$ cat config.mk
export PLATFORM = sky130hd
export DESIGN_NAME = crv_fifo
export DESIGN_NICKNAME = d
export VERILOG_FILES = /design/src/sv/crv_fifo.sv
export SDC_FILE = /design/constraint.sdc
export NUM_CORES = 1
export LEC_CHECK = 0
export BUFFER_PORTS_ARGS = -buffer_cell sky130_fd_sc_hd__buf_2
export CORE_MARGIN = 2
export CORE_UTILIZATION = 52
export CTS_BUF_LIST = sky130_fd_sc_hd__clkbuf_4
export DETAILED_ROUTE_END_ITERATION = 10
export PLACE_DENSITY = 0.79
export SYNTH_ARGS = -nofsm -noshare
export SYNTH_HDL_FRONTEND = slang
export SYNTH_SLANG_ARGS = --single-unit
$ cat constraint.sdc
create_clock -name clk -period 1.9 [get_ports clk]
set_input_delay 0 -clock clk [delete_from_list [all_inputs] [get_ports clk]]
set_output_delay 0 -clock clk [all_outputs]
set_load 0.02 [all_outputs]
$ cat src/sv/crv_fifo.sv
// ----------------------------------------------------------------------------
// crv_fifo
// Small register queue with full/empty flags; read data shows the oldest entry.
// ----------------------------------------------------------------------------
module crv_fifo #(
  parameter int WIDTH = 8,
  parameter int DEPTH = 2
) (
  input  logic             clk,
  input  logic             rst_n,
  input  logic             push,
  input  logic [WIDTH-1:0] wdata,
  output logic             full,
  input  logic             pop,
  output logic [WIDTH-1:0] rdata,
  output logic             empty
);

  localparam int PTR_BITS = (DEPTH > 1) ? $clog2(DEPTH) : 1;
  localparam int CNT_W    = $clog2(DEPTH + 1);

  logic [WIDTH-1:0]    mem_r [DEPTH];
  logic [PTR_BITS-1:0] wr_ptr_r, rd_ptr_r;
  logic [CNT_W-1:0]    count_r, count_nxt;
  logic                do_push, do_pop;

  assign full    = (count_r == CNT_W'(DEPTH));
  assign empty   = (count_r == '0);
  assign do_push = push && !full;
  assign do_pop  = pop && !empty;
  assign rdata   = mem_r[rd_ptr_r];

  always_comb begin
    count_nxt = count_r;
    if (do_push && !do_pop) begin
      count_nxt = count_r + CNT_W'(1);
    end else if (do_pop && !do_push) begin
      count_nxt = count_r - CNT_W'(1);
    end
  end

  always_ff @(posedge clk) begin
    if (!rst_n) begin
      wr_ptr_r <= '0;
      rd_ptr_r <= '0;
      count_r  <= '0;
    end else begin
      count_r <= count_nxt;
      if (do_push) begin
        wr_ptr_r <= (wr_ptr_r == PTR_BITS'(DEPTH - 1)) ? '0 : wr_ptr_r + PTR_BITS'(1);
      end
      if (do_pop) begin
        rd_ptr_r <= (rd_ptr_r == PTR_BITS'(DEPTH - 1)) ? '0 : rd_ptr_r + PTR_BITS'(1);
      end
    end
  end

  always_ff @(posedge clk) begin
    if (do_push) begin
      mem_r[wr_ptr_r] <= wdata;
    end
  end

endmodule

# Yosys cells after proc, flatten, opt, wreduce, memory -nomap -nowiden
# Memories as Yosys holds them, arrays and structs flattened. A register that Yosys moved wholly into a read port is not among the register bits.
# Cells that the tools add are included.
[word_totals]
reg_bits = 4
latchBits = 0
mem_bits_rw = 16
rom_bits = 0
in_bits = 12
word_cells = 27
memories = 1
[classes]
n_addsub = 4
mul = 0
div_mod_pow = 0
order_cmp = 0
n_eq_ne = 1
n_shift = 0
n_mux = 8
bitwise = 0
reduce_logical = 10
[memory_table]
columns = ["name", "depth", "word_bits", "read_ports", "rd_clocked_by_memory_dff", "wr", "line_no", "rtl"]
rows = [
  ["mem_r", 2, 8, 1, 1, 1, "22", "logic [WIDTH-1:0] mem_r [DEPTH];"],
]
[op_table]
columns = ["cell", "count"]
rows = [
  ["$mux 1", 6],
  ["$logic_and 1x1->1", 4],
  ["$logic_not 1->1", 4],
  ["$mux 2", 2],
  ["$add 1x1->1 const B", 2],
  ["$add 2x1->2 const B", 1],
  ["$eq 2x2->1 const B", 1],
  ["$logic_not 2->1", 1],
  ["$reduce_bool 2->1", 1],
  ["$sub 2x1->2 const B", 1],
]

# Depth between registers and ports, before layout
# Gate-level depths: netlist of run 1.
[depth]
depth_word = 7
mapped_depth = 7
depth_no_buf = 7

# Worst setup path before layout of run 1
# OpenSTA, ideal clock, no wires.
[synth_path]
kind = "reg-to-reg"
startpoint = "register count_r[0]"
endpoint = "register count_r[1]"
setup_ps = 70
arrival_time_ps = 1462
required_time_ps = 1830
setup_slack_ps = 368
path_stages_with_launch = 7
n_path_buf = 0
period_less_slack_ps = 1532
cell_sequence = "dfxtp_1 -> nand2b_1 -> inv_2 -> nor2_1 -> ha_1 -> or3_1 -> a21boi_1"
[synth_via]
elab_chain_cells = 6
[synth_rtl]
columns = ["element", "line_no", "rtl"]
rows = [
  ["start: declaration", "24", "logic [CNT_W-1:0] count_r, count_nxt;"],
  ["start signal: assignment", "48", "count_r <= count_nxt;"],
  ["$eq 2x2->1 *", "27", "assign full = (count_r == CNT_W'(DEPTH));"],
  ["net full", "13", "output logic full,"],
  ["$logic_not 1->1 *", "29", "assign do_push = push && !full;"],
  ["$logic_and 1x1->1 *", "29", ""],
  ["net do_push", "25", "logic do_push, do_pop;"],
  ["$logic_not 1->1", "37", "end else if (do_pop && !do_push) begin"],
  ["$logic_and 1x1->1", "37", ""],
  ["$reduce_bool 2->1 (no source line)", "n/a", ""],
]
# The timed path passes the listed nets; every way through them passes the cells marked *. The select of a mux whose other input is x is not followed.
# A chain may end at the register's enable or synchronous reset.

# Worst setup path after layout of run 1
[layout_path]
startpoint = "register count_r[0]"
endpoint = "register count_r[1]"
[layout_via]
elab_chain_cells = 6
[layout_rtl]
columns = ["element", "line_no"]
rows = [
  ["$eq 2x2->1 *", "27"],
  ["$logic_not 1->1 *", "29"],
  ["$logic_and 1x1->1 *", "29"],
  ["net do_push", "25"],
  ["$logic_not 1->1", "37"],
  ["$logic_and 1x1->1", "37"],
  ["$reduce_bool 2->1 (no source line)", "n/a"],
]
# Marks and branches as above.

==> results.md, run 1 <==
- Chip Height: between 40 and 50 um
- Yosys cell types: 20
- GPL Wtd Cong: 0.763
- Count of final hold-check violations: 0
- Synthesized area per cell: 16.2 um2
- Core Area: between 1000 and 1500 um2
- Setup bufs post-CTS: 0
- Final core occ: 0.708
- Io pins: 22
- Clock Sinks: 21
- DIE AREA: 1890 um2
- Top cell type's share of synthesized area: 0.594
- Placed Cells: 87
- Largest net degree at the start of global routing: 13
- Crit. End Element: flip-flop
- Final Non-Filler Cells: 100
- WS Path Type: flip-flop to flip-flop
- Met1 usage: 0.172
- Congestion Overflow GR: 0
- TritonCTS clock tree: built
- Area leader, netlist: edfxtp_1
- Number of global-route vias before repair: 522
- Power consumption: 1.31 mW
- Vias/cell: 5.08
- GRT Max-Usage Layer: met2
- CP delay by family, top: simple AND/OR/NAND/NOR gates
- Setup violators final: 0
- FF+latch count, synth: 21
- CTS Buffer Depth: 2
- First-pass GRT wire length: 2080 um
- Per-cell routed wire length: between 10 and 15 um
- Pleak: ~0.42 nW
- Least-Margin Pin Slew: 0.368 ns
- Most frequent cells in the layout: buf_2, edfxtp_1, dlygate4sd3_1, mux2_2, dfxtp_1
- Initial core utilization: 0.544
- Initial antenna violation count: 0
- Commonest non-fill, non-tap cell in the layout: buf_2
- H-tree depth: 1
- Tot GR Track Use: 0.159
- Seq/Total Area, Yosys: 0.717
- Met2 Use GR: 0.275
- Area of the multi-input gates: 216 um2
- Relative slew slack: 0.755
- Synth area leaders: edfxtp_1, dfxtp_1, mux2_2
- Synth warn: 0
- Port Buffers: 21
- Startpoint Class: flip-flop
- Detail Route Antenna Nets: 0
- DRC violations left: 0
- CP peak stage delay: roughly 0.43 ns
- CP Data Required Time: approximately 2.1 ns
- Rows: 14
- Fin nets: 98
- Die Wd: 43.5 um
- Synth-to-Final Area Change: 30.3%
- Post-Syn Area: 810 um2
- Maximum clock frequency: 628 MHz
- Largest fanout on the critical path: 5
- Diodes inserted: 0
- Pwr/cell area: 1240 nW/um2
- Period minus WS final: 1.59 ns
- # fillers: 113
- Post-DP HPWL: 870 um
- Setup total negative slack: 0 ns
- DR vias: 508
- Reg area: roughly 580 um2
- # Max-Cap Violations: 0
- Clk_skew: roughly 0.0024 ns
- Worst Path Buf+Inv: 1
- Outcome: complete, no violations
- Root buffer cell: clkbuf_4
- Met3 Use GR: 0.0500
- Crit path DAT: 1.83 ns
- Slew Viols, Final: 0
- Reg clk slew, reported paths: 0.11 ns
- Tcrit/Tclk final: 0.838
- Ratio of cells with drive above 1 in the final layout: 0.429
- Final WL: 1220 um
- Peak VDD IR: 0.712 mV
- Drt first pass iters: 2
- RSZ-0062 raised after global routing: no
- Cells after synthesis: 50
- Hold WC Path Type: input port to flip-flop
- R2R setup slack: ~0.31 ns
- Slowest cell on crit path: dfxtp_1
- Critical path, cell by cell: nand2b_1, inv_2, nor2_1, ha_1, or3_1, a21boi_1
- Clock latency on the worst-skew pair: ~0.29 ns
- Starting DRC count in detailed routing: 1
- Syn Nets: 63
- TritonCTS Buffers: 3
[worst register-to-register path: stages (launching register included)]
cell and delay, ns:
dfxtp_1 0.43, nand2b_1 0.18, inv_2 0.06, nor2_1 0.10, ha_1 0.27, or3_1 0.35, a21boi_1 0.14
[layer usage]
layer | wire length (um) | vias up
li1 | - | 251
met2 | 653 | 12
met3 | 36 | 4
met5 | 0 | -
met1 | 504 | 241
met4 | 26 | 0
[repair_timing]
action	in CTS	in global routing
endpoints found under the setup margin	0	0
resized for setup	0	0
hold buffers	9	0
endpoints found under the hold margin	21	0
[power by group]
group          internal (mW)  total, mW  switching (mW)  leakage [nW]
combinational          0.219      0.463           0.245         0.216
clock                 0.0783      0.203           0.125        0.0177
sequential             0.586      0.645          0.0590         0.191
total                  0.883       1.31           0.429         0.424
[area by class of cell]
cell class / instances / area share
Tap cell: 16 / 0.0190
Multi-Input combinational cell: 26 / 0.205
Clock inverter: 1 / 0.00474
Timing Repair Buffer: 31 / 0.192
Clock buffer: 3 / 0.0214
Sequential cell: 21 / 0.550
Inverter: 2 / 0.00712
[stage by stage]
stage               setup slack [ns]  instance area, um2  hold slack (ns)
finish                         0.307                1050           0.0926
global route                   0.195                1050            0.124
CTS                            0.284                1050           0.0800
detailed placement             0.313                 937            0.192
global placement               0.407                 937            0.189
floorplan                      0.368                 810           0.0989
[state kept, by name, summed over array words and instances (netlist names), named ones only]
name / count
mem_r: 16
count_r: 2
rd_ptr_r: 1
wr_ptr_r: 1
[synth_stat cells]
cell,instances
inv_1,1
o21ai_1,1
and2_1,3
inv_2,1
or3_1,1
ha_1,1
dfxtp_1,5
edfxtp_1,16
a21boi_0,1
and3_1,1
nor2_1,2
xor2_1,1
buf_2,1
nand2b_1,1
mux2_2,8
nor3_2,1
o21ai_0,1
a21boi_1,1
xnor2_1,2
o21a_1,1
[worst paths after layout]
path	from	endpoint	cells past startpoint
setup / recovery	count_r[0]	count_r[1]	6
hold / removal	push	wr_ptr_r	3
setup reg to reg	count_r[0]	count_r[1]	6
hold reg to reg	count_r[1]	count_r[1]	2
[logic make-up after synthesis]
family,after synthesis,synth area share
simple gates,9,0.0680
flops,21,0.717
mux,8,0.111
buf+inv,3,0.0154
xor+xnor,3,0.0325
fa+ha+maj,1,0.0155
compound gates,5,0.0402
(Power assumes the default switching activity.)
==> run 2, diff against run 1 <==
clock period = 1.48 ns   (was 1.9 ns; I/O delays follow)
==> run 2 against run 1 <==
  * Global-route usage is 0.56 points higher
  * Design area is 7.0% higher
  * Routed wire length is 12% higher
  * Non-clock buffer count is 5 higher
  * Clock power is 24% higher
  * Largest power group unchanged
==> results.md, run 2 (synthesized netlist as in run 1, its figures left out) <==
- Vias/cell: 5.10 (was 5.08)
- Largest fanout on the critical path: 3 (was 5)
- Placed Cells: 90 (was 87)
- Initial core utilization: 0.544 (unchanged)
- Flop pwr share: 0.461 (was 0.492)
- Maximum clock frequency: 712 MHz (was 628 MHz)
- Sw Ratio: 0.328 (was 0.327)
- Tcrit/Tclk final: 0.949 (was 0.838)
- Drt first pass iters: 2 (unchanged)
- Finished Cell Area: 1130 um2 (was 1050 um2)
- Relative slew slack: 0.762 (was 0.755)
- DIE AREA: 1890 um2 (unchanged)
- H-tree depth: 1 (unchanged)
- WS Path Type: flip-flop to flip-flop (unchanged)
- Rows: 14 (unchanged)
- Area after DPL: 970 um2 (was 937 um2)
- Period minus WS final: 1.40 ns (was 1.59 ns)
- Final WL: 1370 um (was 1220 um)
- Most frequent cells in the layout: buf_2, edfxtp_1, dlygate4sd3_1, mux2_2, buf_4 (was buf_2, edfxtp_1, dlygate4sd3_1, mux2_2, dfxtp_1)
- # Max-Cap Violations: 0 (unchanged)
- # fillers: 91 (was 113)
- Synth-to-Final Area Change: 39.4% (was 30.3%)
- Pwr/cell area: 1610 nW/um2 (was 1240 nW/um2)
- Clk_skew: 0.00192 ns (was 0.00236 ns)
- Slew Viols, Final: 0 (unchanged)
- Outcome: complete, no violations (unchanged)
- GPL Wtd Cong: 0.651 (was 0.763)
- Port Buffers: 21 (unchanged)
- CTS Buffer Depth: 2 (unchanged)
- Peak VDD IR: 1.07 mV (was 0.712 mV)
- DRC violations left: 0 (unchanged)
- Hold WS: 0.101 ns (was 0.0926 ns)
- Io pins: 22 (unchanged)
- RSZ-0062 raised after global routing: no (unchanged)
- Net Sw Power: 0.598 mW (was 0.429 mW)
- Largest registers: mem_r x16, count_r x2 (unchanged)
- Ratio of cells with drive above 1 in the final layout: 0.528 (was 0.429)
- Crit. End Element: flip-flop (unchanged)
- Fin nets: 103 (was 98)
- Pre-CTS setup slack: -0.00597 ns (was 0.313 ns)
- Number of global-route vias before repair: 569 (was 522)
- Largest reg by FF count: mem_r (unchanged)
- Setup violators final: 0 (unchanged)
- Post-DP HPWL: 953 um (was 870 um)
- TritonCTS clock tree: built (unchanged)
- Power consumption: 1.82 mW (was 1.31 mW)
- TritonCTS Buffers: 3 (unchanged)
- Setup total negative slack: 0 ns (unchanged)
- Detail Route Antenna Nets: 0 (unchanged)
- Die Wd: 43.5 um (unchanged)
- Count of final hold-check violations: 0 (unchanged)
- Commonest non-fill, non-tap cell in the layout: buf_2 (unchanged)
- Clock latency on the worst-skew pair: 0.29 ns (about the same)
- Hold WC Path Type: input port to flip-flop (unchanged)
- Core Area: 1490 um2 (unchanged)
- Reg clk slew, reported paths: 0.10 ns (was 0.11 ns)
- Crit path DAT: 1.63 ns (was 1.83 ns)
- Starting DRC count in detailed routing: 6 (was 1)
- Max reg flops: 16 (unchanged)
- Diodes inserted: 0 (unchanged)
- Cell Int Power: 1.22 mW (was 0.883 mW)
- Tot GR Track Use: 0.165 (was 0.159)
- Initial antenna violation count: 0 (unchanged)
- Worst setup margin: 0.0753 ns (was 0.307 ns)
- Clock Sinks: 21 (unchanged)
- Largest net degree at the start of global routing: 13 (unchanged)
- Root buffer cell: clkbuf_4 (unchanged)
- Pleak: 0.457 nW (was 0.424 nW)
- Congestion Overflow GR: 0 (unchanged)
- Startpoint Class: flip-flop (unchanged)
- CP Data Required Time: 1.70 ns (was 2.13 ns)
- Gate power share: 0.401 (was 0.353)
- Final core occ: 0.758 (was 0.708)
- Per-cell routed wire length: 13.0 um (was 12.2 um)
- DR vias: 535 (was 508)
- Chip Height: 43.5 um (unchanged)
- Least-Margin Pin Slew: 0.357 ns (was 0.368 ns)
- Clk pwr share: 0.138 (was 0.155)
- First-pass GRT wire length: 2210 um (was 2080 um)
- Final Non-Filler Cells: 105 (was 100)
==> run 2: cell count changes in the layout (fill, tap and decap cells not counted), sizes merged <==
| cell | delta |
|---|---|
| buf | +5 |
==> run 2: repair_timing <==
item / CTS / global route
endpoints found under the hold margin: 21 / 0
gates resized for setup: 2 / 4
pin swaps: 1 / 3
endpoints found under the setup margin: 1 / 1
hold buffers: 9 / 0
buffers inserted: 0 / 2
==> run 2: per-layer routing <==
metal | track usage | vias up | wire length [um]
li1 | - | 263 | -
met5 | 0 | - | 0
met4 | 0.0909 | 0 | 25
met3 | 0.0417 | 4 | 49
met1 | 0.165 | 254 | 552
met2 | 0.307 | 14 | 741
==> run 2: power by group through the flow <==
stage / combinational, mW / sequential [mW] / clock, mW
after floorplan: 0.470 / 0.811 / 0
after global placement: 0.615 / 0.841 / 0
after detailed placement: 0.634 / 0.851 / 0
after CTS: 0.656 / 0.843 / 0.271
after global routing: 0.784 / 0.857 / 0.287
final: 0.730 / 0.840 / 0.252
==> run 2: worst paths after layout <==
kind                            depth (start not counted)    endpoint  slack [ns]       start
worst max-delay path                                    6  count_r[1]        0.08  count_r[0]
worst min-delay path                                    3    wr_ptr_r        0.10        push
worst max register to register                          6  count_r[1]        0.08  count_r[0]
worst min register to register                          2  count_r[1]        0.55  count_r[1]
==> run 2: area by class of cell <==
class | instances | area [um2] | share of cell area
clock inverters | 1 | 5.00 | 0.00443
inverters | 2 | 10.0 | 0.00887
flip-flops and latches | 21 | 583 | 0.517
clock buffers | 3 | 22.5 | 0.0200
multi-input cells | 26 | 248 | 0.220
repair buffers | 36 | 240 | 0.213
well taps | 16 | 20.0 | 0.0177
==> run 2: critical path, stage by stage, from the launching register on <==
cell and delay (ns):
dfxtp_2 0.36, nand2b_4 0.15, inv_4 0.04, nor2_4 0.09
ha_4 0.22, or3_1 0.36, a21boi_1 0.12
