`config.mk`:
```
export PLATFORM = sky130hd
export DESIGN_NAME = crv_front
export DESIGN_NICKNAME = d
export VERILOG_FILES = /design/src/sv/crv_pkg.sv /design/src/sv/crv_fifo.sv /design/src/sv/crv_front.sv
export SDC_FILE = /design/constraint.sdc
export NUM_CORES = 1
export LEC_CHECK = 0
export BUFFER_PORTS_ARGS = -buffer_cell sky130_fd_sc_hd__buf_4
export CORE_MARGIN = 3
export CORE_UTILIZATION = 51
export DETAILED_ROUTE_END_ITERATION = 6
export HOLD_SLACK_MARGIN = 0.15
export PLACE_DENSITY = 0.73
export SYNTH_ARGS = -nofsm -noshare
export SYNTH_HDL_FRONTEND = slang
export SYNTH_HIERARCHICAL = 1
export SYNTH_SLANG_ARGS = --single-unit
```
`constraint.sdc`:
```
create_clock -name clk -period 16.03 [get_ports clk]
set_clock_uncertainty 0.1 [all_clocks]
set_input_delay 2.4045 -clock clk [delete_from_list [all_inputs] [get_ports clk]]
set_output_delay 2.4045 -clock clk [all_outputs]
set_load 0.01 [all_outputs]
```
`src/sv/crv_pkg.sv`:
```
// ----------------------------------------------------------------------------
// crv_pkg
// Shared types and constants for the curve point evaluator: payload structs,
// the command passed from the front to the back, and fixed-point widths.
// ----------------------------------------------------------------------------
package crv_pkg;

  localparam int COORD_BITS  = 32;
  localparam int MAX_POINTS  = 64;
  localparam int ADDR_BITS   = 6;
  localparam int CNT_BITS    = 7;
  localparam int KIND_BITS   = 2;
  localparam int T_BITS      = 17;
  localparam int U_BITS      = 17;
  localparam int SEG_S_BITS  = 23;
  localparam int CFG_IDX_BITS  = 1;
  localparam int CFG_DATA_BITS = 7;

  localparam int CMD_DEPTH = 2;
  localparam int RES_DEPTH = 2;

  // Q1.16 value of 1.0
  localparam logic [T_BITS-1:0] T_ONE = T_BITS'(65536);

  typedef enum logic {MODE_LOAD, MODE_EVAL} crv_mode_t;
  typedef enum logic {STATUS_DONE, STATUS_RANGE} crv_status_t;
  typedef enum logic [CFG_IDX_BITS-1:0] {CFG_CURVE_KIND, CFG_POINT_COUNT} crv_cfg_idx_t;
  typedef enum logic [KIND_BITS-1:0] {KIND_LINEAR, KIND_CATMULL, KIND_BSPLINE} crv_kind_t;

  typedef enum logic [2:0] {OP_LOAD, OP_BAD, OP_ZERO, OP_ONE, OP_CURVE} crv_op_t;
  typedef enum logic [1:0] {BAS_LIN, BAS_CR, BAS_BS} crv_basis_t;

  // back-end sequencer states
  typedef enum logic [4:0] {
    ST_IDLE, ST_ONE, ST_SQ, ST_CUBE, ST_U3, ST_BASIS, ST_RECIP, ST_RTAKE,
    ST_READ, ST_MAC, ST_DRAIN, ST_ROUND, ST_DIVINIT, ST_DIV, ST_DIVDONE,
    ST_SAT, ST_PUSH
  } crv_state_t;

  typedef struct packed {
    logic                         mode;
    logic [ADDR_BITS-1:0]         point_index;
    logic signed [COORD_BITS-1:0] coord_x;
    logic signed [COORD_BITS-1:0] coord_y;
    logic signed [COORD_BITS-1:0] coord_z;
    logic signed [COORD_BITS-1:0] point_weight;
    logic [T_BITS-1:0]            param_t;
  } crv_in_t;

  typedef struct packed {
    logic                         status;
    logic signed [COORD_BITS-1:0] out_x;
    logic signed [COORD_BITS-1:0] out_y;
    logic signed [COORD_BITS-1:0] out_z;
  } crv_res_t;

  typedef struct packed {
    logic signed [COORD_BITS-1:0] x;
    logic signed [COORD_BITS-1:0] y;
    logic signed [COORD_BITS-1:0] z;
    logic signed [COORD_BITS-1:0] w;
  } crv_point_t;

  typedef struct packed {
    crv_op_t                   op;
    crv_basis_t                basis;
    logic [3:0][ADDR_BITS-1:0] addr;
    logic [U_BITS-1:0]         u;
    crv_point_t                pt;
  } crv_cmd_t;

endpackage

```
`src/sv/crv_fifo.sv`:
```
// ----------------------------------------------------------------------------
// crv_fifo
// Small register queue with full/empty flags; read data shows the oldest entry.
// ----------------------------------------------------------------------------
module crv_fifo #(
  parameter int WIDTH = 8,
  parameter int DEPTH = 2
) (
  input  logic             clk,
  input  logic             rst_n,
  input  logic             push,
  input  logic [WIDTH-1:0] wdata,
  output logic             full,
  input  logic             pop,
  output logic [WIDTH-1:0] rdata,
  output logic             empty
);

  localparam int PTR_BITS = (DEPTH > 1) ? $clog2(DEPTH) : 1;
  localparam int CNT_W    = $clog2(DEPTH + 1);

  logic [WIDTH-1:0]    mem_r [DEPTH];
  logic [PTR_BITS-1:0] wr_ptr_r, rd_ptr_r;
  logic [CNT_W-1:0]    count_r, count_nxt;
  logic                do_push, do_pop;

  assign full    = (count_r == CNT_W'(DEPTH));
  assign empty   = (count_r == '0);
  assign do_push = push && !full;
  assign do_pop  = pop && !empty;
  assign rdata   = mem_r[rd_ptr_r];

  always_comb begin
    count_nxt = count_r;
    if (do_push && !do_pop) begin
      count_nxt = count_r + CNT_W'(1);
    end else if (do_pop && !do_push) begin
      count_nxt = count_r - CNT_W'(1);
    end
  end

  always_ff @(posedge clk) begin
    if (!rst_n) begin
      wr_ptr_r <= '0;
      rd_ptr_r <= '0;
      count_r  <= '0;
    end else begin
      count_r <= count_nxt;
      if (do_push) begin
        wr_ptr_r <= (wr_ptr_r == PTR_BITS'(DEPTH - 1)) ? '0 : wr_ptr_r + PTR_BITS'(1);
      end
      if (do_pop) begin
        rd_ptr_r <= (rd_ptr_r == PTR_BITS'(DEPTH - 1)) ? '0 : rd_ptr_r + PTR_BITS'(1);
      end
    end
  end

  always_ff @(posedge clk) begin
    if (do_push) begin
      mem_r[wr_ptr_r] <= wdata;
    end
  end

endmodule

```
`src/sv/crv_front.sv`:
```
// ----------------------------------------------------------------------------
// crv_front
// Holds the configuration registers, classifies each incoming transaction,
// works out segment, local parameter and neighbor slots, and queues the
// resulting command for the back end.
// ----------------------------------------------------------------------------
module crv_front import crv_pkg::*; (
  input  logic                     clk,
  input  logic                     rst_n,
  input  logic                     cfg_we,
  input  logic [CFG_IDX_BITS-1:0]  cfg_index,
  input  logic [CFG_DATA_BITS-1:0] cfg_data,
  input  crv_in_t                  in_data,
  input  logic                     in_push,
  output logic                     in_full,
  input  logic                     cmd_pop,
  output crv_cmd_t                 cmd_data,
  output logic                     cmd_empty
);

  logic [KIND_BITS-1:0]  kind_r;
  logic [CNT_BITS-1:0]   count_r;
  logic [CNT_BITS-1:0]   n, nm1, nm2;
  logic [T_BITS-1:0]     tc;
  logic [SEG_S_BITS-1:0] s;
  logic [CNT_BITS-1:0]   seg_raw;
  logic [ADDR_BITS-1:0]  seg, a2;
  crv_cmd_t              cmd;

  always_ff @(posedge clk) begin
    if (!rst_n) begin
      kind_r  <= '0;
      count_r <= '0;
    end else if (cfg_we) begin
      unique case (crv_cfg_idx_t'(cfg_index))
        CFG_CURVE_KIND:  kind_r  <= cfg_data[KIND_BITS-1:0];
        CFG_POINT_COUNT: count_r <= cfg_data;
        default: ;
      endcase
    end
  end

  always_comb begin
    n   = (count_r > CNT_BITS'(MAX_POINTS)) ? CNT_BITS'(MAX_POINTS) : count_r;
    nm1 = n - CNT_BITS'(1);
    nm2 = n - CNT_BITS'(2);
    tc  = (in_data.param_t > T_ONE) ? T_ONE : in_data.param_t;
    s   = SEG_S_BITS'(tc) * SEG_S_BITS'(nm1[ADDR_BITS-1:0]);
    seg_raw = s[SEG_S_BITS-1:16];
    seg = (seg_raw > nm2) ? nm2[ADDR_BITS-1:0] : seg_raw[ADDR_BITS-1:0];
    a2  = seg + ADDR_BITS'(1);

    cmd.pt.x  = in_data.coord_x;
    cmd.pt.y  = in_data.coord_y;
    cmd.pt.z  = in_data.coord_z;
    cmd.pt.w  = in_data.point_weight;
    cmd.u     = U_BITS'(s - SEG_S_BITS'({seg, 16'h0000}));
    cmd.addr[1] = seg;
    cmd.addr[2] = a2;
    cmd.addr[0] = (seg == '0) ? seg : seg - ADDR_BITS'(1);
    cmd.addr[3] = ({1'b0, a2} >= nm1) ? a2 : a2 + ADDR_BITS'(1);

    if (kind_r == KIND_LINEAR || n == CNT_BITS'(2)) begin
      cmd.basis = BAS_LIN;
    end else if (kind_r == KIND_CATMULL) begin
      cmd.basis = BAS_CR;
    end else begin
      cmd.basis = BAS_BS;
    end

    if (in_data.mode == MODE_LOAD) begin
      cmd.op      = ({1'b0, in_data.point_index} < n) ? OP_LOAD : OP_BAD;
      cmd.addr[0] = in_data.point_index;
    end else if (n == '0) begin
      cmd.op = OP_ZERO;
    end else if (n == CNT_BITS'(1)) begin
      cmd.op = OP_ONE;
    end else begin
      cmd.op = OP_CURVE;
    end
  end

  crv_fifo #(
    .WIDTH ($bits(crv_cmd_t)),
    .DEPTH (CMD_DEPTH)
  ) u_cmd_q (
    .clk   (clk),
    .rst_n (rst_n),
    .push  (in_push),
    .wdata (cmd),
    .full  (in_full),
    .pop   (cmd_pop),
    .rdata (cmd_data),
    .empty (cmd_empty)
  );

endmodule

```
# [Yosys cells after proc, flatten, opt, wreduce, memory -nomap -nowiden]
# Memories as Yosys holds them, arrays and structs flattened. A register that Yosys moved wholly into a read port is not among the register bits.
# Cells that the tools add are included.
[word_totals] memories=1 ram_bits=348 in_bits=165 wordCells=63 ff_bits=13 latchBits=0 romBits=0
[mem_list] name="u_cmd_q.mem_r" words=2 width=174 rd=1 rd_ports_with_merged_regs=1 wr=1 line_no="crv_fifo.sv:22" source="logic [WIDTH-1:0] mem_r [DEPTH];"
[op_classes] mux=20 bitwise_logic=1 n_addsub=10 order_cmp=5 eq_ne=4 div_mod_pow=0 mul=1 n_reduce_logical=16 n_shift=0
[ops] cell="two-way mux 6 bit" count=4
[ops] cell="multiplier 17 x 6 -> 23 bit" count=1
[ops] cell="> comparator 17 bit (second input constant)" count=1
[ops] cell="two-way mux 17 bit" count=1
[ops] cell="subtractor 17 bit" count=1
[ops] cell="adder 6 x 1 -> 6 bit (second input constant)" count=2
[ops] cell="two-way mux 3 bit" count=3
[ops] cell="two-way mux 2 bit" count=4
[ops] cell="equality test 7 x 1 -> 1 bit (second input constant)" count=1
[ops] cell="equality test 7 x 2 -> 1 bit (second input constant)" count=1
[ops] cell="greater-or-equal comparator 6 x 7 -> 1 bit" count=1
[ops] cell="> comparator 7 bit" count=1
[ops] cell="> comparator 7 bit (second input constant)" count=1
[ops] cell="zero test 7 bit" count=1
[ops] cell="< comparator 6 x 7 -> 1 bit" count=1
[ops] cell="two-way mux 1 bit" count=7
[ops] cell="two-way mux 7 bit" count=1
[ops] cell="subtractor 7 x 1 -> 7 bit (second input constant)" count=1
[ops] cell="subtractor 7 x 2 -> 7 bit (second input constant)" count=1
[ops] cell="zero test 6 bit" count=1
[ops] cell="subtractor 6 x 1 -> 6 bit (second input constant)" count=1
[ops] cell="logical AND 1 bit" count=4
[ops] cell="zero test 1 bit" count=4
[ops] cell="zero test 2 bit" count=2
[ops] cell="other kinds (9)" count=11

# [Longest topological paths before layout]
[logic_depth] word_depth=9 depth_mapped=43 mapped_depth_nobuf=40

# [Cells and area by module]
# Netlist, hierarchy kept.
[modules_own_cells] module="crv_fifo" area_each_um2=12843.6 cells_each=566 seq_area_each_um2=10550.1 n_inst=1
[modules_own_cells] module="crv_front" area_each_um2=4885.9 cells_each=601 seq_area_each_um2=180.2 n_inst=1

# [Least setup slack after synthesis]
# OpenSTA, ideal clock, no wires.
[synth_path] kind="input port to flip-flop" from="in in_data[9] in the netlist's numbering" to="mem u_cmd_q/mem_r[0][168] in the netlist's numbering (data pin)" required_ns=15.658 slack_ns=5.502 n_path_buf=1 stages=35 t_arrival_ns=10.156 path_cell_list="nor4_1 a41oi_1 nor2_1 clkbuf_1 nand2_1 fa_1 fa_1 fa_1 inv_1 ha_1 a21o_1 a21oi_4 a21oi_1 o311ai_1 a21boi_1 o21a_1 nor2_1 xnor2_1 ha_1 nand3_1 nor2_1 a21oi_1 nand2_1 o21ai_0 ha_1 inv_1 o31ai_4 nand3_1 xnor2_1 ha_1 o21a_1 o21ai_0 a21oi_4 nor4_2 xor2_1"
[synth_lines] element="from (decl)" line_no="crv_front.sv:13" source="input crv_in_t in_data,"
[synth_lines] element="to (decl)" line_no="crv_fifo.sv:22"

==> impl_metrics.yaml <==
worst_hold_path:
  min_from: "count_r[1]"
  min_path_cells: 2
  hold_path_class: "flip-flop to flip-flop"
  min_to: "count_r[1]"
logic_synthesis:
  synth_cell_types: 75
  synthMuxAreaShare_pct: 11.3
  ys_warn_count: 6
  synth_edf_count: 348
  synthAdderAreaFrac_pct: 11.0
  postSynthCellCount: 1167
  syn-cell-area_mm2: 0.0177
  synth_top_family_by_area: "multiplexers"
  yosysTopAreaCell: "edfxtp_1"
  synth_ff_type: "edfxtp_1"
  syn-num-nets: 1451
  yosys.area_share.simple_pct: 7.26
  synth_area_per_cell_um2: 15.2
  async_flop_share_pct: 0
  synth-xor-area-share_pct: 1.87
  synthTopCellsByArea: "edfxtp_1, mux2_2, fa_1, ha_1, and2_1"
  ys_seq_elements: 362
  yosysTopAreaCellShare_pct: 58.9
  synth_compound_area_share_pct: 4.75
  seq_area_frac_synth_pct: 60.5
clock_network:
  post_cts_buffers: 0
  cts_resized: 0
  cts.sink_count: 362
  cts_root_buffer: "clkbuf_16"
  cts_buffer_depth: 3
  htreeDepth: 2
  hold_buffers: 0
  tritoncts: "done"
  clkTransAtPathRegs_ps: 60
  numCtsBuffers: 38
  worstSkewPairLatency_ps: 510
run_status:
  run_status: "finished, final reports clean"
global_routing:
  first_global_vias: 10500
  grt_usage_pct: 20.3
  grt_pass1_wl_mm: 58.8
  grt_max_degree: 79
  grt-ovfl-total: 0
  antenna_found_initial: 1
route:
  drtAntennaViolNets: 0
  drt-pass1-iter-count: 4
  vias: 10500
  wl_mm: 38.7
  vias_per_cell: 5.24
  drc_errors: 0
  drt_iter0_drc: 520
  wire_per_inst_um: 19.4
timing:
  setup-violations-final: 0
  rsz0062_at_grt: "no"
  fin_crit_sh_pct: 72.7
  period_minus_slack_ps: 11660
  hold_viol_final: 0
  slew_viol_final: 0
  relSlewSlack_pct: 30.4
  setup_tns_ps: 0
  tightestPinTransition_ps: 1040
  fmax_mhz: 85.8
floorplanning:
  start_util_pct: 52.3
  die_w_um: 192
  rows: 67
  coreArea_mm2: 0.0339
  die_area_mm2: 0.0370
  die_h_um: 192
  ios: 341
worst_setup_path:
  crit_path_frequent_cell: "ha_1"
  r2r-end: "u_cmd_q/mem_r[1][167]"
  end_kind: "flip-flop"
  crit_slowest_cell: "nor2_1"
  crit_fanout: 16
  ff2ff_path_depth: 38
  max_stage_delay_ps: 790
  r2r-start: "count_r[6]"
  start_kind: "input pin"
  r2r_slack_ps: 5290
  required_ps: 16180
  worstSetupPathType: "input pin to flip-flop"
  cp.arrival_ps: 11810
pwr:
  leakagePower_nw: 8.56
  vdd_drop_max_v: 0.000150
  total_power_mw: 3.99
  power.density_mw_per_mm2: 183
cells_and_area:
  fillers: 2546
  drive_above_1_share_pct: 39.2
  post-route-util_pct: 64.4
  final_cell_area_mm2: 0.0218
  final_common_cell: "edfxtp_1"
  nets: 1803
  layout_common_cells: "edfxtp_1, buf_4, mux2_2"
  syn_to_final_growth_pct: 23.0
placed_design:
  portBuffers: 340
  detailed_place.area_mm2: 0.0206
  dp_hpwl_mm: 28.7
  gp_congestion: 0.908
run:
  maxCapViolations: 0
[flip-flops by register name, summed over array words and instances (netlist names), named ones only]
signal            count
u_cmd_q/rd_ptr_r      1
count_r               7
u_cmd_q/mem_r       348
u_cmd_q/count_r       2
kind_r                2
u_cmd_q/wr_ptr_r      1
[cells in the mapped netlist, types with 3 or more instances]
| cell | count |
|---|---|
| a21o_1 | 13 |
| mux2_2 | 175 |
| xnor2_1 | 22 |
| clkbuf_1 | 12 |
| nor4_2 | 4 |
| nor4_1 | 4 |
| buf_6 | 16 |
| o21ai_0 | 16 |
| fa_1 | 61 |
| or3_1 | 3 |
| nand3_1 | 20 |
| nor2_1 | 35 |
| buf_4 | 3 |
| dfxtp_1 | 14 |
| nand2_1 | 67 |
| xor2_1 | 9 |
| a21oi_1 | 26 |
| a21boi_0 | 9 |
| mux2i_1 | 3 |
| a211oi_1 | 4 |
| nor2b_1 | 6 |
| inv_2 | 4 |
| and2_1 | 65 |
| ha_1 | 58 |
| edfxtp_1 | 348 |
| inv_1 | 82 |
| o21a_1 | 9 |
| nand2b_1 | 12 |
| nand4_1 | 4 |
| nor3_1 | 3 |
| o21ai_1 | 3 |
| buf_2 | 4 |
[through the flow]
stage          std cells  setup slack [ps]  hold slack [ps]
6_report            1994              4370              369
5_1_grt             1994              3500              423
4_1_cts             1993              4400              368
3_5_place_dp        1927              3880              360
3_3_place_gp        1927              4290              355
2_1_floorplan       1167              5500              344
[how the worst max path moves through the flow]
stage                     depth (start not counted)        from                     to  slack (ps)
after CTS                                        36  in_data[5]  u_cmd_q/mem_r[1][167]        4400
after global routing                             35  in_data[5]  u_cmd_q/mem_r[1][168]        3500
final                                            35  in_data[5]  u_cmd_q/mem_r[1][167]        4370
after floorplan                                  35  in_data[9]  u_cmd_q/mem_r[0][168]        5500
after global placement                           35  in_data[5]  u_cmd_q/mem_r[0][168]        4290
after detailed placement                         36  in_data[5]  u_cmd_q/mem_r[1][167]        3880
[critical path, delay by kind of cell]
kind | cells | cell delay, ps
compound gates | 13 | 3500
fa+ha+maj | 7 | 2780
simple gates | 9 | 2260
xor+xnor | 3 | 620
buf+inv | 3 | 240
[kinds of logic (layout without fill, tap and decap cells)]
logic type,count (synthesis),count (layout)
multiplexers,178,178
AND/OR/NAND/NOR,241,241
XOR/XNOR,34,34
flip-flops,362,362
other,0,1
buffers and inverters,121,499
adder cells (fa/ha/maj),119,119
AO/OA/AOI/OAI,112,112
[final cells by class]
type                    count  area, um^2  area share [%]
inverters                  86         323            1.48
clock buffers              49        1010            4.65
well taps                 448         561            2.57
flip-flops and latches    362       10700            49.2
repair buffers            347        2610            11.9
multi-input cells         684        6420            29.4
diodes                      1        2.50          0.0115
clock inverters            17         156           0.717
[routing by layer]
metal	part of all wire (%)	vias up	global-route usage (%)
met5	0	-	0
met4	1.7	0	4.71
met3	8.0	49	4.81
met2	50	363	34.9
met1	41	5085	26.4
li1	-	4953	-
[report_power, final]
part           switching [mW]  internal, mW  leakage, nW
sequential             0.0526          1.34         3.37
combinational           0.988         0.791         4.62
clock                   0.337         0.480        0.570
(Power assumes the default switching activity.)
